`config.mk`:
```
export PLATFORM = sky130hd
export DESIGN_NAME = char_lcd_expander_driver
export DESIGN_NICKNAME = d
export VERILOG_FILES = /design/src/rtl/lcdx_pkg.sv /design/src/rtl/lcdx_csr.sv /design/src/rtl/lcdx_front.sv /design/src/rtl/lcdx_queue.sv /design/src/rtl/lcdx_back.sv /design/src/rtl/char_lcd_expander_driver.sv
export SDC_FILE = /design/constraint.sdc
export NUM_CORES = 1
export LEC_CHECK = 0
export ABC_CLOCK_PERIOD_IN_PS = 9070
export BUFFER_PORTS_ARGS = -buffer_cell sky130_fd_sc_hd__buf_2
export CAP_MARGIN = 20
export CELL_PAD_IN_SITES_DETAIL_PLACEMENT = 2
export CELL_PAD_IN_SITES_GLOBAL_PLACEMENT = 2
export CORE_AREA = 2 2 198 152
export CTS_CLUSTER_DIAMETER = 100
export DETAILED_ROUTE_END_ITERATION = 10
export DIE_AREA = 0 0 200 154
export GPL_TIMING_DRIVEN = 0
export PLACE_DENSITY = 0.83
export RECOVER_POWER = 25
export SYNTH_ARGS = -nofsm -noshare
export SYNTH_HDL_FRONTEND = slang
export SYNTH_SLANG_ARGS = --single-unit
```
`constraint.sdc`:
```
create_clock -name clock -period 9.07 [get_ports clock]
set_input_delay 1.3605 -clock clock [delete_from_list [all_inputs] [get_ports clock]]
set_output_delay 1.3605 -clock clock [all_outputs]
set_load 0.02 [all_outputs]
```
`src/rtl/lcdx_pkg.sv`:
```
// Shared types and constants for the character LCD expander driver.
`timescale 1ns / 1ps

package lcdx_pkg;

   // Input word: one command
   typedef struct packed {
      logic [2:0] command;
      logic [7:0] char_code;
      logic [5:0] column;
      logic [1:0] row;
      logic       backlight_on;
   } req_type;

   // Output word: one expander port byte
   typedef struct packed {
      logic [7:0]  port_byte;
      logic [14:0] wait_us;
      logic [5:0]  cursor_column;
      logic [2:0]  cursor_row;
      logic        last;
   } rsp_type;

   typedef struct packed {
      logic [2:0] line_count;
      logic [5:0] line_length;
      logic [6:0] line1_start;
      logic [6:0] line2_start;
      logic [6:0] line3_start;
      logic [6:0] line4_start;
   } cfg_type;

   // Queue entry between front and back
   typedef struct packed {
      logic [1:0] op;
      logic       rs;
      logic [7:0] data;
      logic       last;
      logic [5:0] col;
      logic [2:0] row;
   } entry_type;

   typedef struct packed {
      logic full;
      logic empty;
   } q_stat_type;

   localparam int CSR_ADDR_W = 5;

   localparam logic [2:0] REG_LINE_COUNT  = 3'd0;
   localparam logic [2:0] REG_LINE_LENGTH = 3'd1;
   localparam logic [2:0] REG_LINE1_START = 3'd2;
   localparam logic [2:0] REG_LINE2_START = 3'd3;
   localparam logic [2:0] REG_LINE3_START = 3'd4;
   localparam logic [2:0] REG_LINE4_START = 3'd5;

   localparam logic [2:0] CFG_LINE_COUNT_RST  = 3'd2;
   localparam logic [5:0] CFG_LINE_LENGTH_RST = 6'd16;
   localparam logic [6:0] CFG_LINE1_RST       = 7'd0;
   localparam logic [6:0] CFG_LINE2_RST       = 7'd64;
   localparam logic [6:0] CFG_LINE3_RST       = 7'd20;
   localparam logic [6:0] CFG_LINE4_RST       = 7'd84;

   localparam logic [2:0] CMD_INIT      = 3'd0;
   localparam logic [2:0] CMD_PUT       = 3'd1;
   localparam logic [2:0] CMD_GOTO      = 3'd2;
   localparam logic [2:0] CMD_CLEAR     = 3'd3;
   localparam logic [2:0] CMD_BACKLIGHT = 3'd4;

   localparam logic [1:0] OP_PRE  = 2'd0;   // power-up nibble preamble
   localparam logic [1:0] OP_SEND = 2'd1;   // one LCD byte as two nibbles
   localparam logic [1:0] OP_BL   = 2'd2;   // backlight port update

   localparam logic [7:0] RS_BIT   = 8'h10;
   localparam logic [7:0] E_BIT    = 8'h20;
   localparam logic [7:0] BL_BIT   = 8'h40;
   localparam logic [7:0] HI_MASK  = 8'hF0;

   localparam logic [7:0] LCD_FUNC_SET = 8'h28;
   localparam logic [7:0] LCD_DISP_OFF = 8'h08;
   localparam logic [7:0] LCD_ENTRY    = 8'h06;
   localparam logic [7:0] LCD_CLEAR    = 8'h01;
   localparam logic [7:0] LCD_SET_ADDR = 8'h80;
   localparam logic [7:0] CHAR_NL      = 8'h0A;

   localparam logic [3:0] NIB_INIT3 = 4'h3;
   localparam logic [3:0] NIB_INIT2 = 4'h2;

   localparam logic [14:0] WAIT_NONE  = 15'd0;
   localparam logic [14:0] WAIT_PULSE = 15'd1;
   localparam logic [14:0] WAIT_CMD   = 15'd40;
   localparam logic [14:0] WAIT_PWR   = 15'd20000;
   localparam logic [14:0] WAIT_INIT1 = 15'd4992;
   localparam logic [14:0] WAIT_INIT2 = 15'd50;
   localparam logic [14:0] WAIT_INIT3 = 15'd64;

   localparam logic [3:0] PRE_LAST  = 4'd11;
   localparam logic [3:0] SEND_LAST = 4'd6;

endpackage

```
`src/rtl/lcdx_csr.sv`:
```
// Configuration registers behind the APB-style port.
`timescale 1ns / 1ps

module lcdx_csr (
   input  logic                            clock,
   input  logic                            reset,
   input  logic                            psel,
   input  logic                            penable,
   input  logic                            pwrite,
   input  logic [lcdx_pkg::CSR_ADDR_W-1:0] paddr,
   input  logic [31:0]                     pwdata,
   output logic [31:0]                     prdata,
   output logic                            pready,
   output lcdx_pkg::cfg_type               cfg
);

   lcdx_pkg::cfg_type cfg_ff, cfg_in;
   logic [2:0]        idx;

   assign idx    = paddr[lcdx_pkg::CSR_ADDR_W-1:2];
   assign pready = 1'b1;
   assign cfg    = cfg_ff;

   always_comb begin
      cfg_in = cfg_ff;
      if (psel && penable && pwrite) begin
         case (idx)
            lcdx_pkg::REG_LINE_COUNT:  cfg_in.line_count  = pwdata[2:0];
            lcdx_pkg::REG_LINE_LENGTH: cfg_in.line_length = pwdata[5:0];
            lcdx_pkg::REG_LINE1_START: cfg_in.line1_start = pwdata[6:0];
            lcdx_pkg::REG_LINE2_START: cfg_in.line2_start = pwdata[6:0];
            lcdx_pkg::REG_LINE3_START: cfg_in.line3_start = pwdata[6:0];
            lcdx_pkg::REG_LINE4_START: cfg_in.line4_start = pwdata[6:0];
            default: ;
         endcase
      end
   end

   always_comb begin
      case (idx)
         lcdx_pkg::REG_LINE_COUNT:  prdata = {29'd0, cfg_ff.line_count};
         lcdx_pkg::REG_LINE_LENGTH: prdata = {26'd0, cfg_ff.line_length};
         lcdx_pkg::REG_LINE1_START: prdata = {25'd0, cfg_ff.line1_start};
         lcdx_pkg::REG_LINE2_START: prdata = {25'd0, cfg_ff.line2_start};
         lcdx_pkg::REG_LINE3_START: prdata = {25'd0, cfg_ff.line3_start};
         lcdx_pkg::REG_LINE4_START: prdata = {25'd0, cfg_ff.line4_start};
         default:                   prdata = 32'd0;
      endcase
   end

   always_ff @(posedge clock) begin
      if (reset) begin
         cfg_ff.line_count  <= lcdx_pkg::CFG_LINE_COUNT_RST;
         cfg_ff.line_length <= lcdx_pkg::CFG_LINE_LENGTH_RST;
         cfg_ff.line1_start <= lcdx_pkg::CFG_LINE1_RST;
         cfg_ff.line2_start <= lcdx_pkg::CFG_LINE2_RST;
         cfg_ff.line3_start <= lcdx_pkg::CFG_LINE3_RST;
         cfg_ff.line4_start <= lcdx_pkg::CFG_LINE4_RST;
      end else begin
         cfg_ff <= cfg_in;
      end
   end

endmodule

```
`src/rtl/lcdx_front.sv`:
```
// Command front end: tracks the cursor and splits commands into queue entries.
`timescale 1ns / 1ps

module lcdx_front (
   input  logic                  clock,
   input  logic                  reset,
   input  lcdx_pkg::cfg_type     cfg,
   input  logic                  req_valid,
   output logic                  req_stall,
   input  lcdx_pkg::req_type     req_payload,
   input  lcdx_pkg::q_stat_type  q_stat,
   output logic                  push,
   output lcdx_pkg::entry_type   push_entry
);

   typedef enum logic {F_IDLE, F_EMIT} fstate_type;

   fstate_type state_ff, state_in;
   logic [2:0] kind_ff, kind_in;
   logic [2:0] fstep_ff, fstep_in;
   logic [2:0] flast_ff, flast_in;
   logic [7:0] b0_ff, b0_in, b1_ff, b1_in, ch_ff, ch_in;
   logic       rs0_ff, rs0_in, rs1_ff, rs1_in;
   logic [5:0] cx_ff, cx_in;
   logic [2:0] cy_ff, cy_in;

   logic       acc, wrap;
   logic [2:0] y1, cy1, y2, gy;
   logic [5:0] cx1, gx;

   // row equal to the line count folds back to the top line
   function automatic logic [2:0] adj_row(input logic [2:0] y, input logic [2:0] lc);
      return (y == lc) ? 3'd0 : y;
   endfunction

   function automatic logic [7:0] line_addr(input logic [2:0] y, input logic [5:0] x,
                                            input lcdx_pkg::cfg_type c);
      logic [6:0] start;
      if (c.line_count <= 3'd1)
         start = c.line1_start;
      else if (c.line_count == 3'd2)
         start = (y == 3'd0) ? c.line1_start : c.line2_start;
      else begin
         case (y)
            3'd0:    start = c.line1_start;
            3'd1:    start = c.line2_start;
            3'd2:    start = c.line3_start;
            default: start = c.line4_start;
         endcase
      end
      return lcdx_pkg::LCD_SET_ADDR + {1'b0, start} + {2'b00, x};
   endfunction

   function automatic logic [7:0] init_byte(input logic [2:0] s, input logic [7:0] ch);
      case (s)
         3'd1:    return lcdx_pkg::LCD_FUNC_SET;
         3'd2:    return lcdx_pkg::LCD_DISP_OFF;
         3'd3:    return lcdx_pkg::LCD_ENTRY;
         3'd4:    return lcdx_pkg::LCD_CLEAR;
         3'd5:    return lcdx_pkg::LCD_SET_ADDR;
         default: return ch;
      endcase
   endfunction

   assign acc       = req_valid && (state_ff == F_IDLE);
   assign req_stall = (state_ff != F_IDLE);

   // put character: optional wrap to next line, then the character or a newline
   assign wrap = (cx_ff == cfg.line_length);
   assign y1   = adj_row(3'(cy_ff + 3'd1), cfg.line_count);
   assign cx1  = wrap ? 6'd0 : cx_ff;
   assign cy1  = wrap ? y1 : cy_ff;
   assign y2   = adj_row(3'(cy1 + 3'd1), cfg.line_count);
   // goto
   assign gy   = adj_row({1'b0, req_payload.row}, cfg.line_count);
   assign gx   = (req_payload.column == cfg.line_length) ? 6'd0 : req_payload.column;

   always_comb begin
      state_in = state_ff;
      kind_in  = kind_ff;
      fstep_in = fstep_ff;
      flast_in = flast_ff;
      b0_in    = b0_ff;
      b1_in    = b1_ff;
      rs0_in   = rs0_ff;
      rs1_in   = rs1_ff;
      ch_in    = ch_ff;
      cx_in    = cx_ff;
      cy_in    = cy_ff;
      push     = 1'b0;

      if (acc) begin
         kind_in  = req_payload.command;
         fstep_in = 3'd0;
         flast_in = 3'd0;
         rs0_in   = 1'b0;
         case (req_payload.command)
            lcdx_pkg::CMD_INIT: begin
               state_in = F_EMIT;
               flast_in = 3'd6;
               ch_in    = req_payload.char_code;
               cx_in    = 6'd0;
               cy_in    = 3'd0;
            end
            lcdx_pkg::CMD_PUT: begin
               state_in = F_EMIT;
               fstep_in = wrap ? 3'd0 : 3'd1;
               flast_in = 3'd1;
               b0_in    = line_addr(y1, 6'd0, cfg);
               if (req_payload.char_code != lcdx_pkg::CHAR_NL) begin
                  b1_in  = req_payload.char_code;
                  rs1_in = 1'b1;
                  cx_in  = 6'(cx1 + 6'd1);
                  cy_in  = cy1;
               end else begin
                  b1_in  = line_addr(y2, 6'd0, cfg);
                  rs1_in = 1'b0;
                  cx_in  = 6'd0;
                  cy_in  = y2;
               end
            end
            lcdx_pkg::CMD_GOTO: begin
               state_in = F_EMIT;
               b0_in    = line_addr(gy, gx, cfg);
               cx_in    = gx;
               cy_in    = gy;
            end
            lcdx_pkg::CMD_CLEAR: begin
               state_in = F_EMIT;
               b0_in    = lcdx_pkg::LCD_CLEAR;
               cx_in    = 6'd0;
               cy_in    = 3'd0;
            end
            lcdx_pkg::CMD_BACKLIGHT: begin
               state_in = F_EMIT;
               ch_in    = {7'd0, req_payload.backlight_on};
            end
            default: ;   // unused codes are dropped
         endcase
      end else if (state_ff == F_EMIT && !q_stat.full) begin
         push = 1'b1;
         if (fstep_ff == flast_ff)
            state_in = F_IDLE;
         else
            fstep_in = 3'(fstep_ff + 3'd1);
      end
   end

   always_comb begin
      push_entry.last = (fstep_ff == flast_ff);
      push_entry.col  = cx_ff;
      push_entry.row  = cy_ff;
      case (kind_ff)
         lcdx_pkg::CMD_INIT: begin
            push_entry.op   = (fstep_ff == 3'd0) ? lcdx_pkg::OP_PRE : lcdx_pkg::OP_SEND;
            push_entry.rs   = 1'b0;
            push_entry.data = init_byte(fstep_ff, ch_ff);
         end
         lcdx_pkg::CMD_BACKLIGHT: begin
            push_entry.op   = lcdx_pkg::OP_BL;
            push_entry.rs   = 1'b0;
            push_entry.data = ch_ff;
         end
         default: begin
            push_entry.op   = lcdx_pkg::OP_SEND;
            push_entry.rs   = (fstep_ff == 3'd0) ? rs0_ff : rs1_ff;
            push_entry.data = (fstep_ff == 3'd0) ? b0_ff : b1_ff;
         end
      endcase
   end

   always_ff @(posedge clock) begin
      if (reset) begin
         state_ff <= F_IDLE;
         cx_ff    <= 6'd0;
         cy_ff    <= 3'd0;
         fstep_ff <= 3'd0;
         flast_ff <= 3'd0;
      end else begin
         state_ff <= state_in;
         cx_ff    <= cx_in;
         cy_ff    <= cy_in;
         fstep_ff <= fstep_in;
         flast_ff <= flast_in;
      end
      kind_ff <= kind_in;
      b0_ff   <= b0_in;
      b1_ff   <= b1_in;
      rs0_ff  <= rs0_in;
      rs1_ff  <= rs1_in;
      ch_ff   <= ch_in;
   end

endmodule

```
`src/rtl/lcdx_queue.sv`:
```
// Small FIFO of operations between the front end and the byte sequencer.
`timescale 1ns / 1ps

module lcdx_queue #(
   parameter int DEPTH = 4
) (
   input  logic                 clock,
   input  logic                 reset,
   input  logic                 push,
   input  lcdx_pkg::entry_type  push_entry,
   input  logic                 pop,
   output lcdx_pkg::entry_type  head,
   output lcdx_pkg::q_stat_type q_stat
);

   localparam int PTR_W = (DEPTH > 1) ? $clog2(DEPTH) : 1;
   localparam int CNT_W = $clog2(DEPTH + 1);

   lcdx_pkg::entry_type store_ff [DEPTH];
   logic [PTR_W-1:0]    wr_ptr_ff, wr_ptr_in, rd_ptr_ff, rd_ptr_in;
   logic [CNT_W-1:0]    count_ff, count_in;

   function automatic logic [PTR_W-1:0] bump(input logic [PTR_W-1:0] p);
      return (p == PTR_W'(DEPTH - 1)) ? '0 : PTR_W'(p + 1'b1);
   endfunction

   assign head         = store_ff[rd_ptr_ff];
   assign q_stat.full  = (count_ff == CNT_W'(DEPTH));
   assign q_stat.empty = (count_ff == '0);

   always_comb begin
      wr_ptr_in = push ? bump(wr_ptr_ff) : wr_ptr_ff;
      rd_ptr_in = pop  ? bump(rd_ptr_ff) : rd_ptr_ff;
      case ({push, pop})
         2'b10:   count_in = CNT_W'(count_ff + 1'b1);
         2'b01:   count_in = CNT_W'(count_ff - 1'b1);
         default: count_in = count_ff;
      endcase
   end

   always_ff @(posedge clock) begin
      if (reset) begin
         wr_ptr_ff <= '0;
         rd_ptr_ff <= '0;
         count_ff  <= '0;
      end else begin
         wr_ptr_ff <= wr_ptr_in;
         rd_ptr_ff <= rd_ptr_in;
         count_ff  <= count_in;
      end
      if (push)
         store_ff[wr_ptr_ff] <= push_entry;
   end

endmodule

```
`src/rtl/lcdx_back.sv`:
```
// Byte sequencer: turns queued operations into expander port bytes.
`timescale 1ns / 1ps

module lcdx_back (
   input  logic                 clock,
   input  logic                 reset,
   input  lcdx_pkg::entry_type  head,
   input  lcdx_pkg::q_stat_type q_stat,
   output logic                 pop,
   output logic                 rsp_valid,
   input  logic                 rsp_stall,
   output lcdx_pkg::rsp_type    rsp_payload
);

   typedef enum logic {B_IDLE, B_RUN} bstate_type;

   bstate_type          state_ff, state_in;
   lcdx_pkg::entry_type cur_ff, cur_in;
   logic [3:0]          bstep_ff, bstep_in;
   logic [7:0]          shadow_ff, shadow_in;
   logic                rsp_valid_ff, rsp_valid_in;
   lcdx_pkg::rsp_type   rsp_ff, rsp_in;

   logic [7:0]  gen_byte;
   logic [14:0] gen_wait;
   logic [3:0]  end_step;
   logic        adv;

   assign rsp_valid   = rsp_valid_ff;
   assign rsp_payload = rsp_ff;
   assign adv         = !rsp_valid_ff || !rsp_stall;

   always_comb begin
      case (cur_ff.op)
         lcdx_pkg::OP_PRE:  end_step = lcdx_pkg::PRE_LAST;
         lcdx_pkg::OP_SEND: end_step = lcdx_pkg::SEND_LAST;
         default:           end_step = 4'd0;
      endcase
   end

   // byte for the current step, built on the shadow of the port
   always_comb begin
      gen_byte = shadow_ff;
      gen_wait = lcdx_pkg::WAIT_NONE;
      case (cur_ff.op)
         lcdx_pkg::OP_SEND: begin
            case (bstep_ff)
               4'd0: begin
                  gen_byte = cur_ff.rs ? (shadow_ff | lcdx_pkg::RS_BIT)
                                       : (shadow_ff & ~lcdx_pkg::RS_BIT);
                  gen_wait = lcdx_pkg::WAIT_PULSE;
               end
               4'd1: gen_byte = (shadow_ff & lcdx_pkg::HI_MASK) | {4'd0, cur_ff.data[7:4]};
               4'd4: gen_byte = (shadow_ff & lcdx_pkg::HI_MASK) | {4'd0, cur_ff.data[3:0]};
               4'd2, 4'd5: begin
                  gen_byte = shadow_ff | lcdx_pkg::E_BIT;
                  gen_wait = lcdx_pkg::WAIT_PULSE;
               end
               4'd3: begin
                  gen_byte = shadow_ff & ~lcdx_pkg::E_BIT;
                  gen_wait = lcdx_pkg::WAIT_PULSE;
               end
               default: begin
                  gen_byte = shadow_ff & ~lcdx_pkg::E_BIT;
                  gen_wait = lcdx_pkg::WAIT_CMD;
               end
            endcase
         end
         lcdx_pkg::OP_PRE: begin
            case (bstep_ff)
               4'd0: begin
                  gen_byte = 8'h00;
                  gen_wait = lcdx_pkg::WAIT_PWR;
               end
               4'd1: gen_byte = shadow_ff & ~lcdx_pkg::RS_BIT;
               4'd2: gen_byte = (shadow_ff & lcdx_pkg::HI_MASK) | {4'd0, lcdx_pkg::NIB_INIT3};
               4'd9: gen_byte = (shadow_ff & lcdx_pkg::HI_MASK) | {4'd0, lcdx_pkg::NIB_INIT2};
               4'd3, 4'd5, 4'd7, 4'd10: begin
                  gen_byte = shadow_ff | lcdx_pkg::E_BIT;
                  gen_wait = lcdx_pkg::WAIT_PULSE;
               end
               4'd4: begin
                  gen_byte = shadow_ff & ~lcdx_pkg::E_BIT;
                  gen_wait = lcdx_pkg::WAIT_INIT1;
               end
               4'd6: begin
                  gen_byte = shadow_ff & ~lcdx_pkg::E_BIT;
                  gen_wait = lcdx_pkg::WAIT_INIT2;
               end
               default: begin
                  gen_byte = shadow_ff & ~lcdx_pkg::E_BIT;
                  gen_wait = lcdx_pkg::WAIT_INIT3;
               end
            endcase
         end
         default: begin
            // backlight is active low
            gen_byte = cur_ff.data[0] ? (shadow_ff & ~lcdx_pkg::BL_BIT)
                                      : (shadow_ff | lcdx_pkg::BL_BIT);
         end
      endcase
   end

   always_comb begin
      state_in     = state_ff;
      cur_in       = cur_ff;
      bstep_in     = bstep_ff;
      shadow_in    = shadow_ff;
      rsp_valid_in = rsp_valid_ff && rsp_stall;
      rsp_in       = rsp_ff;
      pop          = 1'b0;
      case (state_ff)
         B_IDLE: begin
            if (!q_stat.empty) begin
               pop      = 1'b1;
               cur_in   = head;
               bstep_in = 4'd0;
               state_in = B_RUN;
            end
         end
         B_RUN: begin
            if (adv) begin
               rsp_valid_in         = 1'b1;
               rsp_in.port_byte     = gen_byte;
               rsp_in.wait_us       = gen_wait;
               rsp_in.cursor_column = cur_ff.col;
               rsp_in.cursor_row    = cur_ff.row;
               rsp_in.last          = cur_ff.last && (bstep_ff == end_step);
               shadow_in            = gen_byte;
               if (bstep_ff == end_step)
                  state_in = B_IDLE;
               else
                  bstep_in = 4'(bstep_ff + 4'd1);
            end
         end
         default: state_in = B_IDLE;
      endcase
   end

   always_ff @(posedge clock) begin
      if (reset) begin
         state_ff     <= B_IDLE;
         bstep_ff     <= 4'd0;
         shadow_ff    <= 8'h00;
         rsp_valid_ff <= 1'b0;
      end else begin
         state_ff     <= state_in;
         bstep_ff     <= bstep_in;
         shadow_ff    <= shadow_in;
         rsp_valid_ff <= rsp_valid_in;
      end
      cur_ff <= cur_in;
      rsp_ff <= rsp_in;
   end

endmodule

```
`src/rtl/char_lcd_expander_driver.sv`:
```
// Top level of the character LCD driver over an 8-bit port expander.
//
// Drives a character LCD controller in 4-bit mode. Each command word on the
// req_ channel (init, put character, goto, clear, backlight) becomes a run of
// expander port bytes on the rsp_ channel, each with its wait time and the
// cursor position after the command; last marks the final byte of the run.
// The front end accepts one command, updates the cursor and splits it into
// LCD operations (one per LCD byte, the power-up preamble or a backlight update) in a queue;
// the back end sequences each operation into port bytes, one per cycle while
// rsp_stall is low. An LCD byte is 7 port bytes, and each operation is first
// fetched from the queue; a put character gives 7 or 14 port bytes, goto and
// clear 7, backlight 1 and init 54; the back-end sequencer sets the pace.
// A new command is taken once the previous one is fully queued.
// Reset: cursor at column 0 row 0, port shadow 0, registers at their
// defaults. While rsp_stall is high the output word holds, the queue fills
// and req_stall rises; nothing is lost.
`timescale 1ns / 1ps

module char_lcd_expander_driver #(
   parameter int QUEUE_DEPTH = 4
) (
   input  logic                            clock,
   input  logic                            reset,
   input  logic                            req_valid,
   output logic                            req_stall,
   input  lcdx_pkg::req_type               req_payload,
   output logic                            rsp_valid,
   input  logic                            rsp_stall,
   output lcdx_pkg::rsp_type               rsp_payload,
   input  logic                            psel,
   input  logic                            penable,
   input  logic                            pwrite,
   input  logic [lcdx_pkg::CSR_ADDR_W-1:0] paddr,
   input  logic [31:0]                     pwdata,
   output logic [31:0]                     prdata,
   output logic                            pready
);

   lcdx_pkg::cfg_type    cfg;
   lcdx_pkg::q_stat_type q_stat;
   lcdx_pkg::entry_type  push_entry, head;
   logic                 push, pop;

   lcdx_csr u_csr (
      .clock   (clock),
      .reset   (reset),
      .psel    (psel),
      .penable (penable),
      .pwrite  (pwrite),
      .paddr   (paddr),
      .pwdata  (pwdata),
      .prdata  (prdata),
      .pready  (pready),
      .cfg     (cfg)
   );

   // command decode and cursor tracking
   lcdx_front u_front (
      .clock       (clock),
      .reset       (reset),
      .cfg         (cfg),
      .req_valid   (req_valid),
      .req_stall   (req_stall),
      .req_payload (req_payload),
      .q_stat      (q_stat),
      .push        (push),
      .push_entry  (push_entry)
   );

   // decouples decode from byte sequencing
   lcdx_queue #(
      .DEPTH (QUEUE_DEPTH)
   ) u_queue (
      .clock      (clock),
      .reset      (reset),
      .push       (push),
      .push_entry (push_entry),
      .pop        (pop),
      .head       (head),
      .q_stat     (q_stat)
   );

   // port byte sequencer with registered output word
   lcdx_back u_back (
      .clock       (clock),
      .reset       (reset),
      .head        (head),
      .q_stat      (q_stat),
      .pop         (pop),
      .rsp_valid   (rsp_valid),
      .rsp_stall   (rsp_stall),
      .rsp_payload (rsp_payload)
   );

endmodule

```
==> flow_summary.toml, run 1 <==
[pwr]
p_per_area_nw_per_um2 = 236
irDropWorstVdd_uv = 128
p_leak_nw = 5.16

[detailed_routing]
wirelength_mm = 42.3
first_pass_iters = 5
vias_per_cell = 5.81
vias = 9397
wl_per_cell_um = 26.2
first_iter_violations = 650
ant_nets = 0
drcViolationCount = 0

[setup_path]
worstSetupStartpointType = "primary input"
criticalPathCategory = "primary input to register"
path_cells = "buf_2, xor2_1, o21ai_0, clkbuf_1, mux2i_1, a21oi_1, o22ai_1, a21oi_1, ha_1, a21o_1, a21o_1, a21o_1, a21oi_1, nor2b_1, o21a_1, o21ai_0"
critPathArrivalTime_ns = 5.09
end_kind = "register"
r2r_setup_slack_ns = 4.55
critPathBufInv = 2
crit_family = "compound AO/OA/AOI/OAI gates"
crit_fanout = 10
cp.required_ns = 9.44
slowest_stage = "o21ai_0"
cpPeakStageDelay_ns = 0.62

[placement]
place.gp.congestion = 0.888
place_area_um2 = 13100
dpl.cell_count = 1567
hpwl_mm = 30.4
port_buffers = 75
preCtsSetupSlack_ns = 3.87

[sta]
finalCritPeriodShare = 0.520
worst_slew_pin_slew_ns = 2.83
grt_setup_unrepaired = "no"
finalHoldViolations = 0
maxSlewHeadroom = -0.897
min_period_ns = 4.72
finClkSkew_ns = 0.0354
fin_ws_ns = 4.35
report.final.slew_viol_count = 29
setup_viol = 0
max_freq_mhz = 212
tns_ns = 0

[clock_tree]
clkSinkCount = 232
h-tree-depth = 1
cts_buffer_depth = 3
postCtsSetupBuffers = 0
tritoncts = "yes"
clock_tree.root_cell = "clkbuf_16"
numCtsBuffers = 26
ctsResizeCount = 0
clkLatencyLatePin_ns = 0.56
clk_pin_slew_ns = 0.06
postCtsHoldBufs = 0

[layout]
antenna-diode-count = 0
instances_no_fill = 1616
drive_gt1_frac = 0.177
final_cell_area_um2 = 13900
num-nets-final = 1295
area_growth_syn_to_layout_pct = 16.3

[logic_synthesis]
yosysMostFrequentCell = "edfxtp_1"
synth_seq_area_share = 0.521
synth_edf_count = 159
yosysUniqueCellTypes = 84
synthArstFlopShare = 0
syn_area_um2 = 12000
ys.flop_type = "edfxtp_1"
yosys_warnings = 0
synth_cells = 1070
ys_ff_latch = 232
synth_commonest_cells = "edfxtp_1, nor2_1, dfxtp_1, mux2i_1, a21oi_1"
yosysTopAreaCell = "edfxtp_1"
synth.area.top_cells = "edfxtp_1, dfxtp_1, mux2i_1"
synth_top_cell_area_share = 0.399
avgSynthCellArea_um2 = 11.2

[global_route]
grt_max_degree = 36
grt_pass1_wl_mm = 64.4
antenna_found_initial = 0
grt_pass1_vias = 10400
grt-busiest-layer = "met2"
overflow = 0
grt_util_met2 = 0.475
met3_usage = 0.0382
grt_usage = 0.279
use_met1 = 0.376

[floorplan]
rows = 54
io_pins = 132
fp.dieW_um = 200
initial_core_util = 0.417
die_h_um = 154
fp.coreArea_um2 = 28700
die_area_um2 = 30800

[status]
status = "finished, violations left"
violations = "max-capacitance violations, max-slew violations"

[min_path]
min_path_type = "register to register"

[flow_run]
max_cap_viol_count = 1
worst register-to-register path: cells and delay by family (launching register included):
kind	cells	cell delay [ns]
and+or+nand+nor	3	0.95
DFF	1	0.44
buffers and inverters	2	1.04
adders and majority gates	1	0.29
AOI/OAI and AO/OA	8	1.61
where the power goes:
part | switching, mW | leakage (nW) | total (mW) | internal [mW]
Sequential | 0.0665 | 2.06 | 1.39 | 1.32
Clock | 0.459 | 0.422 | 1.07 | 0.606
Combinational | 0.546 | 2.68 | 0.830 | 0.283
Total | 1.07 | 5.16 | 3.28 | 2.21
cell type report:
type | instances | area, µm²
Fill cell | 2913 | 14800
Sequential cell | 232 | 6240
Multi-Input combinational cell | 739 | 5240
Clock buffer | 42 | 803
Timing Repair Buffer | 80 | 497
Tap cell | 392 | 490
Buffer | 88 | 468
Inverter | 37 | 141
Clock inverter | 6 | 47.5
routing by layer:
layer,wire (µm),vias to the layer above
li1,-,4181
met1,18500,4863
met2,20500,293
met3,2270,60
met4,976,0
met5,0,-
layout by cell type (no fill, tap or decap), drive strengths merged, types with 11 or more instances in the layout:
| cell | count |
|---|---|
| and2 | 15 |
| mux2i | 63 |
| nor2b | 23 |
| mux4 | 22 |
| nor3 | 28 |
| a22oi | 12 |
| dfxtp | 73 |
| a21oi | 60 |
| conb | 28 |
| o22ai | 18 |
| nand3 | 14 |
| xnor2 | 19 |
| xor2 | 14 |
| inv | 36 |
| edfxtp | 159 |
| nor2 | 134 |
| ha | 25 |
| a31oi | 11 |
| buf | 121 |
| nand2b | 20 |
| o21ai | 32 |
| nand2 | 54 |
| clkbuf | 89 |
registers in the layout, summed over array words and instances, names as in the netlist, 2 cells and up:
signal and count:
u_queue.rd_ptr_ff 2, u_front.fstep_ff 3, u_queue.store_ff 84, u_front.kind_ff 3
u_csr.cfg 37, u_front.ch_ff 8, u_front.b1_ff 8, u_queue.count_ff 3
u_back.bstep_ff 4, u_front.b0_ff 8, u_front.flast_ff 2, u_front.cx_ff 6
u_front.cy_ff 3, u_back.rsp_payload 26, u_queue.wr_ptr_ff 2, u_back.shadow_ff 8
u_back.cur_ff 21
final timing paths:
kind                                                 start                         endpoint  depth (start not counted)
worst max-delay path                        req_payload[2]       u_front.b0_ff[7]$_DFFE_PP_                         16
worst min-delay path            u_back.cur_ff[2]$_DFFE_PP_  u_back.rsp_payload[3]$_DFFE_PP_                          0
worst max register to register  u_csr.cfg[35]$_SDFFE_PP1P_       u_front.b0_ff[7]$_DFFE_PP_                         14
worst min register to register  u_back.cur_ff[2]$_DFFE_PP_  u_back.rsp_payload[3]$_DFFE_PP_                          0
logic make-up after synthesis:
logic type,after synthesis,share of synthesized area
mux,92,0.101
flops,232,0.521
fa+ha+maj,27,0.0295
xor+xnor,35,0.0286
other cells,2,0.000627
simple gates,334,0.136
buf+inv,125,0.0508
compound gates,223,0.133
per-stage QoR:
step                total power, mW  hold slack (ns)   util
floorplan                      1.92            0.400      -
global placement               2.13            0.403  0.451
detailed placement             2.21            0.413  0.455
CTS                            3.28            0.427  0.485
global route                   3.41            0.430  0.485
finish                         3.28            0.427  0.485
(Power assumes the default switching activity.)
==> run 2: changes to the inputs <==
--- a/config.mk
+++ b/config.mk
@@ -5,17 +5,17 @@
 export SDC_FILE = /design/constraint.sdc
 export NUM_CORES = 1
 export LEC_CHECK = 0
-export ABC_CLOCK_PERIOD_IN_PS = 9070
+export ABC_CLOCK_PERIOD_IN_PS = 4000
 export BUFFER_PORTS_ARGS = -buffer_cell sky130_fd_sc_hd__buf_2
 export CAP_MARGIN = 20
 export CELL_PAD_IN_SITES_DETAIL_PLACEMENT = 2
 export CELL_PAD_IN_SITES_GLOBAL_PLACEMENT = 2
-export CORE_AREA = 2 2 198 152
+export CORE_AREA = 2 2 217 166
 export CTS_CLUSTER_DIAMETER = 100
 export DETAILED_ROUTE_END_ITERATION = 10
-export DIE_AREA = 0 0 200 154
+export DIE_AREA = 0 0 219 168
 export GPL_TIMING_DRIVEN = 0
-export PLACE_DENSITY = 0.83
+export PLACE_DENSITY = 0.74
 export RECOVER_POWER = 25
 export SYNTH_ARGS = -nofsm -noshare
 export SYNTH_HDL_FRONTEND = slang
==> constraint.sdc (replaced) <==
create_clock -name clock -period 4 [get_ports clock]
set_input_delay 0.6 -clock clock [delete_from_list [all_inputs] [get_ports clock]]
set_output_delay 0.6 -clock clock [all_outputs]
set_load 0.02 [all_outputs]
==> run 2 against run 1 <==
The run now ends clean. Worst setup slack got worse by 4.2 ns. First-iteration DRC count rose by 5.8%. Clock-buffer cell count shrank 6. Combinational power grew 120%. Non-clock buffer count increased by 1. Total power grew 130%. Via count shrank 1.5%. Clock skew decreased by 0.023 ns. Global-route usage is 5.0 points lower. Routed wire length decreased by 1.9%. Sequential cell count stayed put. Largest power group unchanged. Highest routed layer unchanged.
==> flow_summary.toml, run 2 (synthesized netlist as in run 1, its figures left out) <==
[clock_tree]
numCtsBuffers = 26
tritoncts = "yes"
clk_pin_slew_ns = 0.06
cts_buffer_depth = 3
clock_tree.root_cell = "clkbuf_16"
clkLatencyLatePin_ns = 0.55
clkSinkCount = 232
postCtsHoldBufs = 0
h-tree-depth = 1

[placement]
preCtsSetupSlack_ns = -0.451
place_area_um2 = 13100
port_buffers = 75
place.gp.congestion = 0.880
hpwl_mm = 30.8

[global_route]
overflow = 0
grt_pass1_wl_mm = 63.3
antenna_found_initial = 0
grt_pass1_vias = 10000
grt_usage = 0.228
grt_max_degree = 36

[layout]
layout_common_cells = "edfxtp_1, nor2_1, buf_2"
layout_commonest_cell = "edfxtp_1"
antenna-diode-count = 0
final_cell_area_um2 = 14100
num-nets-final = 1296
top_register = "u_queue.store_ff"
largest_register_ffs = 84
area_growth_syn_to_layout_pct = 17.6
drive_gt1_frac = 0.190

[pwr]
power_switching_share = 0.321
p_per_area_nw_per_um2 = 525
clock_power_share = 0.325
p_int_mw = 5.02
p_seq_frac = 0.425
p_leak_nw = 5.18
irDropWorstVdd_uv = 317
p_sw_mw = 2.37
combPwrFrac = 0.250

[floorplan]
fp.dieW_um = 219
fp.coreArea_um2 = 35000
io_pins = 132
rows = 60
die_h_um = 168
initial_core_util = 0.342
die_area_um2 = 36800

[setup_path]
cpPeakStageDelay_ns = 0.41
crit_top_cell = "buf_4"
critPathBufInv = 4
crit_fanout = 10
criticalPathCategory = "register to register"
slowest_stage = "dfxtp_2"
worstSetupStartpointType = "register"
end_kind = "register"
crit_family = "compound AO/OA/AOI/OAI gates"
critPathArrivalTime_ns = 4.14
path_cells = "ha_2, xnor2_2, nand3_2, nand3_2, o21a_4, inv_4, ha_2, buf_4, nor2_1, a2111oi_4, nand4b_4, buf_4, buf_4, a31oi_1, o311ai_2"
cp.required_ns = 4.27

[detailed_routing]
wl_per_cell_um = 24.5
wirelength_mm = 41.5
first_pass_iters = 5
vias = 9254
drcViolationCount = 0
vias_per_cell = 5.48
ant_nets = 0
first_iter_violations = 688

[sta]
maxSlewHeadroom = 0.338
max_freq_mhz = 259
report.final.slew_viol_count = 0
fin_ws_ns = 0.139
worst_slew_pin_slew_ns = 0.989
finalCritPeriodShare = 0.965
min_period_ns = 3.86
finalHoldViolations = 0
finClkSkew_ns = 0.0125
setup_viol = 0

[status]
status = "finished, final reports clean"

[min_path]
min_path_type = "primary input to register"

[flow_run]
max_cap_viol_count = 0
-- run 2: cell count changes in the layout (fill, tap and decap cells not counted), sizes merged --
cell	previous run	this run
buf	121	117
bufinv	0	1
clkbuf	89	88
clkinv	6	9
inv	36	38
-- run 2: per-layer routing --
layer,global-route usage,up-vias,share of wire
li1,-,4175,-
met1,0.333,4782,0.47
met2,0.359,245,0.46
met3,0.0287,52,0.047
met4,0.0552,0,0.019
met5,0,-,0
-- run 2: repair_timing --
| item | 4_1_cts | 5_1_grt |
|---|---|---|
| hold endpoints to repair | 0 | 0 |
| buffers inserted | 0 | 3 |
| endpoints found under the setup margin | 11 | 9 |
| gates cloned | 0 | 0 |
| gates resized for setup | 13 | 17 |
| pin swaps | 0 | 1 |
-- run 2: layout make-up --
type / instances / area (µm²)
plain buffers: 87 / 478
clock buffers: 36 / 759
clock inverters: 12 / 91.3
fillers: 3709 / 20900
inverters: 37 / 141
multi-input cells: 739 / 5300
flip-flops and latches: 232 / 6240
well taps: 465 / 582
repair buffers: 82 / 483
-- run 2: worst paths after layout --
check | startpoint | endpoint | slack [ns] | depth (start not counted)
max reg2reg | u_front.cy_ff[1]$_SDFFE_PP0P_ | u_front.b1_ff[2]$_DFFE_PP_ | 0.14 | 15
min reg2reg | u_back.cur_ff[7]$_DFFE_PP_ | u_back.rsp_payload[8]$_DFFE_PP_ | 0.43 | 0
min | pwdata[6] | u_csr.cfg[20]$_SDFFE_PP1P_ | 0.33 | 2
max | u_front.cy_ff[1]$_SDFFE_PP0P_ | u_front.b1_ff[2]$_DFFE_PP_ | 0.14 | 15
-- run 2: power by group through the flow --
stage / logic (mW) / clock network (mW) / registers, mW
floorplan: 1.14 / 0 / 3.21
global placement: 1.70 / 0 / 3.17
detailed placement: 1.82 / 0 / 3.19
CTS: 1.84 / 2.45 / 3.14
global route: 2.01 / 2.55 / 3.17
finish: 1.85 / 2.40 / 3.14
-- run 2: worst register-to-register path, stage by stage, from the launching register on --
cell and delay, ns:
dfxtp_2 0.41, ha_2 0.35, xnor2_2 0.23, nand3_2 0.17
nand3_2 0.15, o21a_4 0.22, inv_4 0.09, ha_2 0.39
buf_4 0.22, nor2_1 0.10, a2111oi_4 0.39, nand4b_4 0.20
buf_4 0.20, buf_4 0.13, a31oi_1 0.21, o311ai_2 0.14
-- run 2: through the flow --
stage	utilization	hold WS (ns)	instances	power [mW]	TNS, ns
2_1_floorplan	-	0.400	1096	4.35	0
3_3_place_gp	0.372	0.414	1636	4.87	-1.88
3_5_place_dp	0.374	0.423	1638	5.00	-3.12
4_1_cts	0.399	0.278	1685	7.44	0
5_1_grt	0.402	0.325	1690	7.72	-0.00267
6_report	0.402	0.329	1690	7.39	0
